==> src/design/pws_pkg.sv <==
// Shared types, constants and a helper function for the PWM window scanner.
package pws_pkg;

	localparam int MAX_MOTIF_DEF   = 32;
	localparam int MAX_SEQ_LEN_DEF = 4096;
	localparam int WEIGHT_BITS_DEF = 16;

	localparam int MOTIF_W    = 6;
	localparam int SCORE_W    = 21;
	localparam int CFG_DATA_W = 21;
	localparam int CFG_IDX_W  = 1;
	localparam int SYM_W      = 8;
	localparam int SEQ_ID_W   = 3;
	localparam int WBASE_W    = 2;
	localparam int WCOL_W     = 5;
	localparam int WVAL_W     = 16;
	localparam int POS_W      = 12;

	localparam logic [MOTIF_W-1:0] MOTIF_RST     = MOTIF_W'(8);
	localparam logic [SCORE_W-1:0] THRESHOLD_RST = SCORE_W'(1536);

	localparam int SCORE_MAX = 1048575;
	localparam int SCORE_MIN = -1048576;

	localparam logic [SYM_W-1:0] SYM_A = SYM_W'("A");
	localparam logic [SYM_W-1:0] SYM_C = SYM_W'("C");
	localparam logic [SYM_W-1:0] SYM_G = SYM_W'("G");
	localparam logic [SYM_W-1:0] SYM_T = SYM_W'("T");

	typedef enum logic {
		REQ_LOAD = 1'b0,
		REQ_SCAN = 1'b1
	} req_type_t;

	typedef enum logic [CFG_IDX_W-1:0] {
		CFG_MOTIF_LENGTH    = 1'b0,
		CFG_SCORE_THRESHOLD = 1'b1
	} cfg_reg_t;

	typedef enum logic [2:0] {
		CODE_A     = 3'd0,
		CODE_C     = 3'd1,
		CODE_G     = 3'd2,
		CODE_T     = 3'd3,
		CODE_OTHER = 3'd4
	} base_code_t;

	typedef enum logic [1:0] {
		S_IDLE,
		S_ISSUE,
		S_DRAIN,
		S_FINAL
	} state_t;

	typedef struct packed {
		logic load;
		logic scan;
		logic issue;
		logic out_load;
	} dp_cmd_t;

	typedef struct packed {
		logic score_go;
		logic last_col;
		logic hit;
		logic out_free;
	} dp_stat_t;

	function automatic base_code_t base_code(input logic [SYM_W-1:0] sym);
		base_code_t code;
		case (sym)
			SYM_A:   code = CODE_A;
			SYM_C:   code = CODE_C;
			SYM_G:   code = CODE_G;
			SYM_T:   code = CODE_T;
			default: code = CODE_OTHER;
		endcase
		return code;
	endfunction

endpackage

==> src/design/pws_ctrl.sv <==
// Controller state machine: transaction acceptance and window scoring sequence.
module pws_ctrl import pws_pkg::*; (
	input  logic     clk,
	input  logic     arst_n,
	input  logic     in_valid,
	output logic     in_ready,
	input  logic     req_type,
	input  dp_stat_t stat,
	output dp_cmd_t  cmd
);

	state_t state_q, state_d;

	always_ff @(posedge clk or negedge arst_n) begin
		if (!arst_n) begin
			state_q <= S_IDLE;
		end else begin
			state_q <= state_d;
		end
	end

	always_comb begin
		state_d  = state_q;
		in_ready = 1'b0;
		cmd      = '0;
		case (state_q)
			S_IDLE: begin
				in_ready = 1'b1;
				if (in_valid) begin
					if (req_type == REQ_LOAD) begin
						cmd.load = 1'b1;
					end else begin
						cmd.scan = 1'b1;
						if (stat.score_go) begin
							state_d = S_ISSUE;
						end
					end
				end
			end
			S_ISSUE: begin
				cmd.issue = 1'b1;
				if (stat.last_col) begin
					state_d = S_DRAIN;
				end
			end
			S_DRAIN: begin
				state_d = S_FINAL;
			end
			S_FINAL: begin
				if (!stat.hit) begin
					state_d = S_IDLE;
				end else if (stat.out_free) begin
					cmd.out_load = 1'b1;
					state_d      = S_IDLE;
				end
			end
			default: begin
				state_d = S_IDLE;
			end
		endcase
	end

endmodule

==> src/design/pws_datapath.sv <==
// Datapath: configuration, weight table, base window, score accumulator, hit register.
module pws_datapath import pws_pkg::*; #(
	parameter int MAX_MOTIF   = MAX_MOTIF_DEF,
	parameter int MAX_SEQ_LEN = MAX_SEQ_LEN_DEF,
	parameter int WEIGHT_BITS = WEIGHT_BITS_DEF
) (
	input  logic                       clk,
	input  logic                       arst_n,
	input  dp_cmd_t                    cmd,
	output dp_stat_t                   stat,
	input  logic                       cfg_valid,
	input  logic [CFG_IDX_W-1:0]       cfg_index,
	input  logic [CFG_DATA_W-1:0]      cfg_data,
	input  logic [SYM_W-1:0]           symbol,
	input  logic                       sequence_start,
	input  logic [SEQ_ID_W-1:0]        sequence_id,
	input  logic [WBASE_W-1:0]         weight_base,
	input  logic [WCOL_W-1:0]          weight_column,
	input  logic signed [WVAL_W-1:0]   weight_value,
	input  logic                       out_ready,
	output logic                       out_valid,
	output logic [SEQ_ID_W-1:0]        hit_sequence,
	output logic [POS_W-1:0]           hit_position,
	output logic signed [SCORE_W-1:0]  hit_score
);

	localparam int COL_W     = (MAX_MOTIF > 1) ? $clog2(MAX_MOTIF) : 1;
	localparam int LEN_W     = $clog2(MAX_MOTIF + 1);
	localparam int IDX_W     = LEN_W + 1;
	localparam int SEQ_W     = $clog2(MAX_SEQ_LEN);
	localparam int CNT_W     = ((SEQ_W > LEN_W) ? SEQ_W : LEN_W) + 1;
	localparam int TBL_AW    = COL_W + WBASE_W;
	localparam int TBL_DEPTH = 1 << TBL_AW;
	localparam int ACC_W     = WEIGHT_BITS + COL_W + 1;
	localparam int SAT_W     = ((ACC_W > SCORE_W) ? ACC_W : SCORE_W) + 1;
	localparam int WEXT_W    = (WEIGHT_BITS > WVAL_W) ? WEIGHT_BITS : WVAL_W;
	localparam int WCX_W     = ((COL_W > WCOL_W) ? COL_W : WCOL_W) + 1;
	localparam longint WMAX  = (longint'(1) <<< (WEIGHT_BITS - 1)) - 1;
	localparam longint WMIN  = -WMAX - 1;

	localparam logic signed [WEXT_W-1:0] W_HI   = WEXT_W'(WMAX);
	localparam logic signed [WEXT_W-1:0] W_LO   = WEXT_W'(WMIN);
	localparam logic signed [SAT_W-1:0]  SAT_HI = SAT_W'(SCORE_MAX);
	localparam logic signed [SAT_W-1:0]  SAT_LO = SAT_W'(SCORE_MIN);

	logic [MOTIF_W-1:0]         motif_q;
	logic signed [SCORE_W-1:0]  thr_q;
	base_code_t                 win_q [MAX_MOTIF];
	logic [SEQ_W-1:0]           chars_q;
	logic [SEQ_ID_W-1:0]        seq_q;
	logic [WEIGHT_BITS-1:0]     tbl_mem [TBL_DEPTH];
	logic [WEIGHT_BITS-1:0]     rd_data_s1;
	logic                       rd_base_s1;
	logic                       rd_valid_s1;
	logic signed [ACC_W-1:0]    acc_q;
	logic [LEN_W-1:0]           col_q;
	logic                       out_valid_q;
	logic [SEQ_ID_W-1:0]        hit_seq_q;
	logic [POS_W-1:0]           hit_pos_q;
	logic signed [SCORE_W-1:0]  hit_score_q;

	logic [LEN_W-1:0]           len;
	logic [SEQ_W-1:0]           cnt0;
	logic [SEQ_W-1:0]           cnt_inc;
	logic                       ovf;
	base_code_t                 code_in;
	logic [IDX_W-1:0]           win_idx;
	base_code_t                 rd_code;
	logic [TBL_AW-1:0]          rd_addr;
	logic [WCX_W-1:0]           wc_ext;
	logic                       wc_ok;
	logic [TBL_AW-1:0]          ld_addr;
	logic signed [WEXT_W-1:0]   wv_ext;
	logic [WEIGHT_BITS-1:0]     wsat;
	logic signed [SAT_W-1:0]    acc_ext;
	logic signed [SCORE_W-1:0]  score;

	always_ff @(posedge clk or negedge arst_n) begin
		if (!arst_n) begin
			motif_q <= MOTIF_RST;
			thr_q   <= THRESHOLD_RST;
		end else if (cfg_valid) begin
			case (cfg_reg_t'(cfg_index))
				CFG_MOTIF_LENGTH:    motif_q <= cfg_data[MOTIF_W-1:0];
				CFG_SCORE_THRESHOLD: thr_q   <= cfg_data[SCORE_W-1:0];
				default: begin
				end
			endcase
		end
	end

	always_comb begin
		if (motif_q == '0) begin
			len = LEN_W'(1);
		end else if ({1'b0, motif_q} > (MOTIF_W + 1)'(MAX_MOTIF)) begin
			len = LEN_W'(MAX_MOTIF);
		end else begin
			len = LEN_W'(motif_q);
		end
	end

	assign cnt0          = sequence_start ? '0 : chars_q;
	assign ovf           = cnt0 >= SEQ_W'(MAX_SEQ_LEN - 1);
	assign cnt_inc       = cnt0 + SEQ_W'(1);
	assign code_in       = base_code(symbol);
	assign stat.score_go = !ovf && (CNT_W'(cnt_inc) >= CNT_W'(len));

	always_ff @(posedge clk or negedge arst_n) begin
		if (!arst_n) begin
			for (int i = 0; i < MAX_MOTIF; i++) begin
				win_q[i] <= CODE_OTHER;
			end
			chars_q <= '0;
			seq_q   <= '0;
		end else if (cmd.scan) begin
			if (sequence_start) begin
				seq_q <= sequence_id;
			end
			if (!ovf) begin
				chars_q <= cnt_inc;
				for (int i = 0; i < MAX_MOTIF - 1; i++) begin
					win_q[i] <= sequence_start ? CODE_OTHER : win_q[i + 1];
				end
				win_q[MAX_MOTIF - 1] <= code_in;
			end else begin
				chars_q <= cnt0;
				if (sequence_start) begin
					for (int i = 0; i < MAX_MOTIF; i++) begin
						win_q[i] <= CODE_OTHER;
					end
				end
			end
		end
	end

	assign win_idx       = IDX_W'(MAX_MOTIF) - IDX_W'(len) + IDX_W'(col_q);
	assign rd_code       = win_q[win_idx[COL_W-1:0]];
	assign rd_addr       = {rd_code[WBASE_W-1:0], col_q[COL_W-1:0]};
	assign stat.last_col = col_q == (len - LEN_W'(1));

	always_ff @(posedge clk or negedge arst_n) begin
		if (!arst_n) begin
			col_q       <= '0;
			rd_valid_s1 <= 1'b0;
		end else begin
			rd_valid_s1 <= cmd.issue;
			if (cmd.scan) begin
				col_q <= '0;
			end else if (cmd.issue) begin
				col_q <= col_q + LEN_W'(1);
			end
		end
	end

	assign wc_ext  = WCX_W'(weight_column);
	assign wc_ok   = wc_ext < WCX_W'(MAX_MOTIF);
	assign ld_addr = {weight_base, wc_ext[COL_W-1:0]};
	assign wv_ext  = WEXT_W'(weight_value);

	always_comb begin
		if (wv_ext > W_HI) begin
			wsat = WEIGHT_BITS'(W_HI);
		end else if (wv_ext < W_LO) begin
			wsat = WEIGHT_BITS'(W_LO);
		end else begin
			wsat = WEIGHT_BITS'(wv_ext);
		end
	end

	always_ff @(posedge clk) begin
		if (cmd.load && wc_ok) begin
			tbl_mem[ld_addr] <= wsat;
		end
		if (cmd.issue) begin
			rd_data_s1 <= tbl_mem[rd_addr];
			rd_base_s1 <= rd_code != CODE_OTHER;
		end
	end

	always_ff @(posedge clk) begin
		if (cmd.scan) begin
			acc_q <= '0;
		end else if (rd_valid_s1 && rd_base_s1) begin
			acc_q <= acc_q + ACC_W'($signed(rd_data_s1));
		end
	end

	assign acc_ext = SAT_W'(acc_q);

	always_comb begin
		if (acc_ext > SAT_HI) begin
			score = SCORE_W'(SAT_HI);
		end else if (acc_ext < SAT_LO) begin
			score = SCORE_W'(SAT_LO);
		end else begin
			score = SCORE_W'(acc_ext);
		end
	end

	assign stat.hit      = score >= thr_q;
	assign stat.out_free = !out_valid_q || out_ready;

	always_ff @(posedge clk or negedge arst_n) begin
		if (!arst_n) begin
			out_valid_q <= 1'b0;
		end else if (cmd.out_load) begin
			out_valid_q <= 1'b1;
		end else if (out_ready) begin
			out_valid_q <= 1'b0;
		end
	end

	always_ff @(posedge clk) begin
		if (cmd.out_load) begin
			hit_seq_q   <= seq_q;
			hit_pos_q   <= POS_W'(chars_q - SEQ_W'(len));
			hit_score_q <= score;
		end
	end

	assign out_valid    = out_valid_q;
	assign hit_sequence = hit_seq_q;
	assign hit_position = hit_pos_q;
	assign hit_score    = hit_score_q;

endmodule

==> src/design/pwm_window_scanner_unit.sv <==
// Top level of the position weight matrix window scanner.
// A load transaction writes one weight; a scan transaction whose window is not yet full,
// or whose sequence is over length, is accepted without scoring. A scan that completes a
// window is scored over the window length, that is motif_length held to 1..MAX_MOTIF: the
// weight table has a single read port, so the window is scored one column per cycle,
// followed by a drain state for the registered read and a final state that saturates,
// compares and loads the hit register. A hit waits in that register while further
// transactions are accepted; a second hit stalls scoring only until the first is taken.
// Configuration writes are accepted in any cycle.
module pwm_window_scanner_unit import pws_pkg::*; #(
	parameter int MAX_MOTIF   = MAX_MOTIF_DEF,
	parameter int MAX_SEQ_LEN = MAX_SEQ_LEN_DEF,
	parameter int WEIGHT_BITS = WEIGHT_BITS_DEF
) (
	input  logic                       clk,
	input  logic                       arst_n,
	input  logic                       cfg_valid,
	output logic                       cfg_ready,
	input  logic [CFG_IDX_W-1:0]       cfg_index,
	input  logic [CFG_DATA_W-1:0]      cfg_data,
	input  logic                       in_valid,
	output logic                       in_ready,
	input  logic                       req_type,
	input  logic [SYM_W-1:0]           symbol,
	input  logic                       sequence_start,
	input  logic [SEQ_ID_W-1:0]        sequence_id,
	input  logic [WBASE_W-1:0]         weight_base,
	input  logic [WCOL_W-1:0]          weight_column,
	input  logic signed [WVAL_W-1:0]   weight_value,
	output logic                       out_valid,
	input  logic                       out_ready,
	output logic [SEQ_ID_W-1:0]        hit_sequence,
	output logic [POS_W-1:0]           hit_position,
	output logic signed [SCORE_W-1:0]  hit_score
);

	dp_cmd_t  cmd;
	dp_stat_t stat;

	assign cfg_ready = 1'b1;

	pws_ctrl u_ctrl (
		.clk      (clk),
		.arst_n   (arst_n),
		.in_valid (in_valid),
		.in_ready (in_ready),
		.req_type (req_type),
		.stat     (stat),
		.cmd      (cmd)
	);

	pws_datapath #(
		.MAX_MOTIF   (MAX_MOTIF),
		.MAX_SEQ_LEN (MAX_SEQ_LEN),
		.WEIGHT_BITS (WEIGHT_BITS)
	) u_datapath (
		.clk            (clk),
		.arst_n         (arst_n),
		.cmd            (cmd),
		.stat           (stat),
		.cfg_valid      (cfg_valid),
		.cfg_index      (cfg_index),
		.cfg_data       (cfg_data),
		.symbol         (symbol),
		.sequence_start (sequence_start),
		.sequence_id    (sequence_id),
		.weight_base    (weight_base),
		.weight_column  (weight_column),
		.weight_value   (weight_value),
		.out_ready      (out_ready),
		.out_valid      (out_valid),
		.hit_sequence   (hit_sequence),
		.hit_position   (hit_position),
		.hit_score      (hit_score)
	);

endmodule

==> config.mk <==
export PLATFORM = sky130hd
export DESIGN_NAME = pwm_window_scanner_unit
export DESIGN_NICKNAME = d
export VERILOG_FILES = /design/src/design/pws_pkg.sv /design/src/design/pws_ctrl.sv /design/src/design/pws_datapath.sv /design/src/design/pwm_window_scanner_unit.sv
export SDC_FILE = /design/constraint.sdc
export NUM_CORES = 2
export LEC_CHECK = 0
export BUFFER_PORTS_ARGS = -buffer_cell sky130_fd_sc_hd__buf_2
export CAP_MARGIN = 5
export CORE_MARGIN = 3
export CORE_UTILIZATION = 40
export CTS_BUF_LIST = sky130_fd_sc_hd__clkbuf_16
export CTS_CLUSTER_DIAMETER = 200
export DETAILED_ROUTE_END_ITERATION = 7
export SLEW_MARGIN = 15
export SYNTH_ARGS = -nofsm -noshare
export SYNTH_HDL_FRONTEND = slang
export SYNTH_SLANG_ARGS = --single-unit
==> constraint.sdc <==
create_clock -name clk -period 6 [get_ports clk]
set_input_delay 0.3 -clock clk [delete_from_list [all_inputs] [get_ports clk]]
set_output_delay 0.3 -clock clk [all_outputs]
set_load 0.01 [all_outputs]
# Word-level counts from Yosys, hierarchy flattened
# Memory sizes are Yosys's and may differ from the RTL's. A register that Yosys moved wholly into a read port is not among the register bits.
# Cells that the tools add are included.
# word_totals
ff_bits,207
mem_bits_rw,2048
memories,1
input_bits,63
output_inout_bits,39
elab_cells,162
# classes
n_lt_le_gt_ge,10
bitwise,2
add_sub_neg,7
eq_ne,15
reduce_logical,15
muxes,67
# mem_list
name,depth,width,rd,rd_clocked_by_memory_dff,wr,line,text
u_datapath.tbl_mem,128,16,1,1,1,pws_datapath.sv:51,logic [WEIGHT_BITS-1:0] tbl_mem [TBL_DEPTH];
# ops
operator,n
96-bit two-way mux,2
3-bit two-way mux,33
21-bit two-way mux,2
"8-bit by 7-bit == test with 1-bit output, second input constant",4
16-bit two-way mux,2
12-bit two-way mux,2
6-bit two-way mux,4
22-bit by 16-bit adder with 22-bit output,1
"22-bit by 21-bit > comparator with 1-bit output, second input constant",1
"22-bit by 21-bit < comparator with 1-bit output, second input constant",1
21-bit greater-or-equal comparator,1
"16-bit > comparator, second input constant",1
"16-bit < comparator, second input constant",1
2-bit two-way mux,8
3-bit binary-select mux with 5-bit select,1
"12-bit by 1-bit adder with 12-bit output, second input constant",1
"12-bit greater-or-equal comparator, second input constant",1
12-bit by 6-bit greater-or-equal comparator with 1-bit output,1
3-bit one-hot mux with 4 select lines,1
12-bit by 6-bit subtractor with 12-bit output,1
1-bit two-way mux,11
"2-bit inequality test, second input constant",5
2-bit one-hot mux with 4 select lines,1
2-bit AND reduction,4
20 further kinds,26

# Longest topological paths before layout
# depth
ltp_word,10
mapped_depth,17

# Cells and area by module
# A second synthesis with hierarchy kept.
# hier_totals
hier_cells,4522
hier_area_um2,90322.9
# by_module_without_submodules
mod,seq_area_each_um2,cells_per_inst,instances,area_each_um2
pws_datapath,67228.2,4499,1,90088.9
pws_ctrl,50.0,21,1,222.7
pwm_window_scanner_unit,0.0,2,1,11.3

# Worst setup path after synthesis
# No wires, ideal clock.
# synth_path
path_type,register -> register
from,register u_datapath.acc_q[20]
to,"register u_datapath.hit_pos_q[0] (netlist: u_datapath.hit_position[0]), enable pin"
path_stages_with_launch,13
synth_period_minus_slack_ns,4.390
setup_slack_ns,1.610
t_arrival_ns,3.960
required_ns,5.571
setup_ns,0.429
path_cell_list,dfxtp_1 -> clkbuf_1 -> clkbuf_1 -> nor2_1 -> o21ai_0 -> ha_1 -> a21o_1 -> a221o_1 -> a221oi_1 -> nand3b_1 -> xnor2_1 -> o21ai_0 -> nor2_1
# synth_rtl
element,line,text
from (decl),pws_datapath.sv:55,logic signed [ACC_W-1:0] acc_q;
from (signal assigned),pws_datapath.sv:184,acc_q <= acc_q + ACC_W'($signed(rd_data_s1));
to (signal assigned),pws_datapath.sv:216,hit_pos_q <= POS_W'(chars_q - SEQ_W'(len));
to (decl),pws_datapath.sv:59,logic [POS_W-1:0] hit_pos_q;

# Worst setup path in the final report
# layout_path
from,register u_datapath.motif_q[1]
to,register u_datapath.rd_data_s1[8] (read register of u_datapath.tbl_mem) (data pin)
# layout_via
elab_chain_len,9
elab_cells_between_ends,10
# layout_rtl
element,line,text
from (decl),pws_datapath.sv:46,logic [MOTIF_W-1:0] motif_q;
from (signal assigned),pws_datapath.sv:84,CFG_MOTIF_LENGTH: motif_q <= cfg_data[MOTIF_W-1:0];
6-bit > comparator,pws_datapath.sv:95,"end else if ({1'b0, motif_q} > (MOTIF_W + 1)'(MAX_MOTIF)) begin"
6-bit two-way mux,pws_datapath.sv:95,
6-bit two-way mux *,pws_datapath.sv:93,if (motif_q == '0) begin
1-bit by 5-bit subtractor with 5-bit output *,pws_datapath.sv:136,assign win_idx = IDX_W'(MAX_MOTIF) - IDX_W'(len) + IDX_W'(col_q);
5-bit adder *,pws_datapath.sv:136,
5-bit NOT with 6-bit output (implied by the code) *,pws_datapath.sv:137,assign rd_code = win_q[win_idx[COL_W-1:0]];
3-bit binary-select mux with 5-bit select *,pws_datapath.sv:137,
3-bit two-way mux (implied by the code) * (2 in a row),pws_datapath.sv:137,
to (decl),pws_datapath.sv:52,logic [WEIGHT_BITS-1:0] rd_data_s1;
# Every way passes the cells marked *; elsewhere a longest branch is shown, timed or not. The select of a mux whose other input is x is not followed.
# A chain may end at the register's enable or synchronous reset.

==> impl_metrics.py <==
metrics = {
    "clock_network": {
        "post_cts.repair.setup_buffers": 0,
        "insertion_delay_ps": 850,
        "cts_root_buf": "clkbuf_16",
        "h-tree-depth": 4,
        "clk_pin_slew_ps": 60,
        "postCtsHoldBufs": 53,
        "cts_resized": 0,
        "cts_tree": "yes",
        "cts_buffer_depth": 3,
        "cts_made_buffers": 220,
        "clock-sinks": 2271,
    },
    "route": {
        "num_vias": 43900,
        "drc_errors": 0,
        "vias_per_cell": 5.58,
        "drt_first_iter_violations": 4765,
        "drt_wl_total_mm": 217,
        "postRouteAntennaNets": 0,
        "wl_per_cell_um": 27.6,
        "first_pass_iters": 5,
    },
    "setup_path": {
        "cp-start-kind": "flip-flop",
        "critPathArrivalTime_ps": 5650,
        "critPathKind": "reg -> reg",
        "required_ps": 6590,
        "cp_max_fo": 42,
        "endpoint_kind": "flip-flop",
    },
    "timing": {
        "maxSlewHeadroom_pct": 24.2,
        "fin_setup_tns_ps": 0,
        "tightest_slew_ps": 1140,
        "slew_viol_final": 0,
        "clock.fmax_mhz": 198,
        "finClkSkew_ps": 44.9,
        "min_period_ps": 5060,
        "finalSetupViolations": 0,
        "finalCritPeriodShare_pct": 84.3,
        "rsz0062_at_grt": "no",
        "timing.final.ws_setup_ps": 939,
        "hold_viol_final": 0,
    },
    "placement": {
        "place_ws_ps": 936,
        "dpl.cell_count": 7401,
        "place_hpwl_mm": 125,
        "io_buffers": 100,
        "gp_congestion": 0.816,
        "dpl-instance-area_um2": 95300,
    },
    "logic_synthesis": {
        "syn_area_um2": 90600,
        "yosysSeqAreaShare_pct": 74.3,
        "syn_nets": 4512,
        "yosysUniqueCellTypes": 71,
        "ys_async_sr_fraction_pct": 6.52,
        "synth-seq-cells": 2271,
        "synth_edf_count": 2101,
        "yosysWarnings": 0,
        "synth_ff_type": "edfxtp_1",
        "syn_area_per_cell_um2": 20.7,
        "synthesis.instances": 4381,
    },
    "cells_and_area": {
        "seqCellArea_um2": 67300,
        "fill_cells": 18600,
        "multi_input_area_um2": 22100,
        "drive_gt1_share_pct": 27.9,
        "nets": 4815,
        "final-instance-count-excl-fill": 7866,
        "final_area_um2": 103000,
        "area_growth_syn_to_layout_pct": 13.6,
    },
    "die": {
        "dieArea_um2": 232000,
        "die_x_um": 482,
        "initial_core_util_pct": 40.3,
        "rows": 174,
        "pin_count": 102,
        "die_h_um": 482,
        "core_um2": 225000,
    },
    "grt": {
        "grt_pass1_wl_mm": 315,
        "grt_pass1_vias": 44400,
        "grt_overflow": 0,
        "grt_max_degree": 144,
        "groute.usage.overall_pct": 18.6,
        "antenna_found_initial": 13,
    },
    "pwr": {
        "power_density_nw_per_um2": 428,
        "p_total_w": 0.0440,
        "vdd_drop_max_v": 0.000371,
        "p_leak_nw": 33.8,
    },
    "status": {
        "status": "complete, no violations",
    },
    "run": {
        "drv_cap": 0,
    },
    "worst_hold_path": {
        "hp-class": "in -> reg",
    },
}
Yosys cell counts (all sizes together), types with 30 or more instances:
library cell,number,area (um2)
dfstp,35,920
nand3,53,265
inv,42,158
dfrtp,113,2830
mux2i,71,723
nand3b,68,510
buf,96,564
clkbuf,156,587
mux2,30,338
o21ai,63,315
edfxtp,2101,63100
nor2,188,706
mux4,669,15100
nand2,326,1220
ha,65,813
a21oi,46,230
report_power, final:
group          total, W  internal [W]  switching [W]
clock network    0.0134       0.00745        0.00593
logic            0.0122       0.00557        0.00665
registers        0.0184        0.0179       0.000535
total            0.0440        0.0309         0.0131
area by class of cell:
cell class	count	share of cell area (%)
sequential	2271	65.4
antenna	2	0.00487
clock inverter	190	1.46
inverter	42	0.153
multi-input combinational	1816	21.5
timing repair buffer	333	2.50
clock buffer	220	5.35
tap	2992	3.64
cell usage in the layout, fill, tap and decap left out, types with 35 or more instances in the layout:
| master | count |
|---|---|
| mux2i_1 | 70 |
| buf_4 | 183 |
| o21ai_0 | 63 |
| dfrtp_1 | 109 |
| nand2_1 | 326 |
| a21oi_1 | 46 |
| ha_1 | 65 |
| nor2_1 | 161 |
| nand3_1 | 53 |
| inv_1 | 89 |
| clkbuf_16 | 220 |
| clkinv_1 | 55 |
| mux4_2 | 668 |
| dfstp_2 | 35 |
| buf_2 | 83 |
| nand3b_1 | 68 |
| edfxtp_1 | 2101 |
| dlygate4sd3_1 | 53 |
| clkinv_2 | 43 |
registers in the layout, indices dropped and copies added (netlist names):
signal	count
u_datapath.win_q	96
u_datapath.rd_base_s1	1
u_datapath.out_valid	1
u_datapath.acc_q	22
u_datapath.tbl_mem	2048
u_datapath.col_q	6
u_datapath.chars_q	12
u_datapath.rd_valid_s1	1
u_datapath.hit_sequence	3
u_datapath.seq_q	3
u_datapath.thr_q	21
u_ctrl.state_q	2
u_datapath.hit_score	21
u_datapath.hit_position	12
u_datapath.motif_q	6
u_datapath.rd_data_s1	16
critical path, cell delays in order (launching register included):
cell and delay (ps):
dfrtp_1 390, nor4_1 290, nor2_1 70, nor2_1 360, ha_1 260, inv_1 60
fa_1 1080, mux4_2 360, mux2i_1 80, mux4_4 920, buf_12 320, mux2i_1 190
a22oi_1 120, and3_1 220
metal layers:
metal | track usage, % | part of all wire, % | up-vias
li1 | - | - | 18600
met1 | 26.9 | 43 | 23600
met2 | 29.6 | 48 | 1428
met3 | 3.57 | 7.1 | 274
met4 | 4.29 | 2.1 | 0
met5 | 0 | 0 | -
per-stage QoR:
| step | util, % | hold WS [ps] |
|---|---|---|
| final | 45.7 | 73.5 |
| after global routing | 45.7 | 43.3 |
| after CTS | 45.7 | 0.272 |
| after detailed placement | 42.4 | 431 |
| after global placement | 42.4 | 429 |
| after floorplan | - | 4.41 |
cells by family (layout without fill, tap and decap cells):
group,after synthesis,after routing,synth area share [%]
other,1,3,0.00414
XOR/XNOR,40,40,0.387
flip-flops,2271,2271,74.3
AO/OA/AOI/OAI,190,190,1.30
buffers and inverters,294,785,1.45
adder cells (fa/ha/maj),68,68,0.964
AND/OR/NAND/NOR,747,747,3.80
multiplexers,770,770,17.8
final timing paths:
| path | start | endpoint | slack, ps | cells after the start |
|---|---|---|---|---|
| worst min register to register | u_datapath.seq_q[1] | u_datapath.hit_sequence[1] | 440 | 0 |
| worst min-delay path | weight_value[3] | u_datapath.tbl_mem[26][3] | 70 | 1 |
| worst max register to register | u_datapath.motif_q[1] | u_datapath.rd_data_s1[8] | 940 | 13 |
| min in group asynchronous | arst_n | u_datapath.win_q[34] | 170 | 2 |
| max in group asynchronous | arst_n | u_datapath.col_q[0] | 4580 | 3 |
| worst max-delay path | u_datapath.motif_q[1] | u_datapath.rd_data_s1[8] | 940 | 13 |
Power figures use the tool's default switching activity.
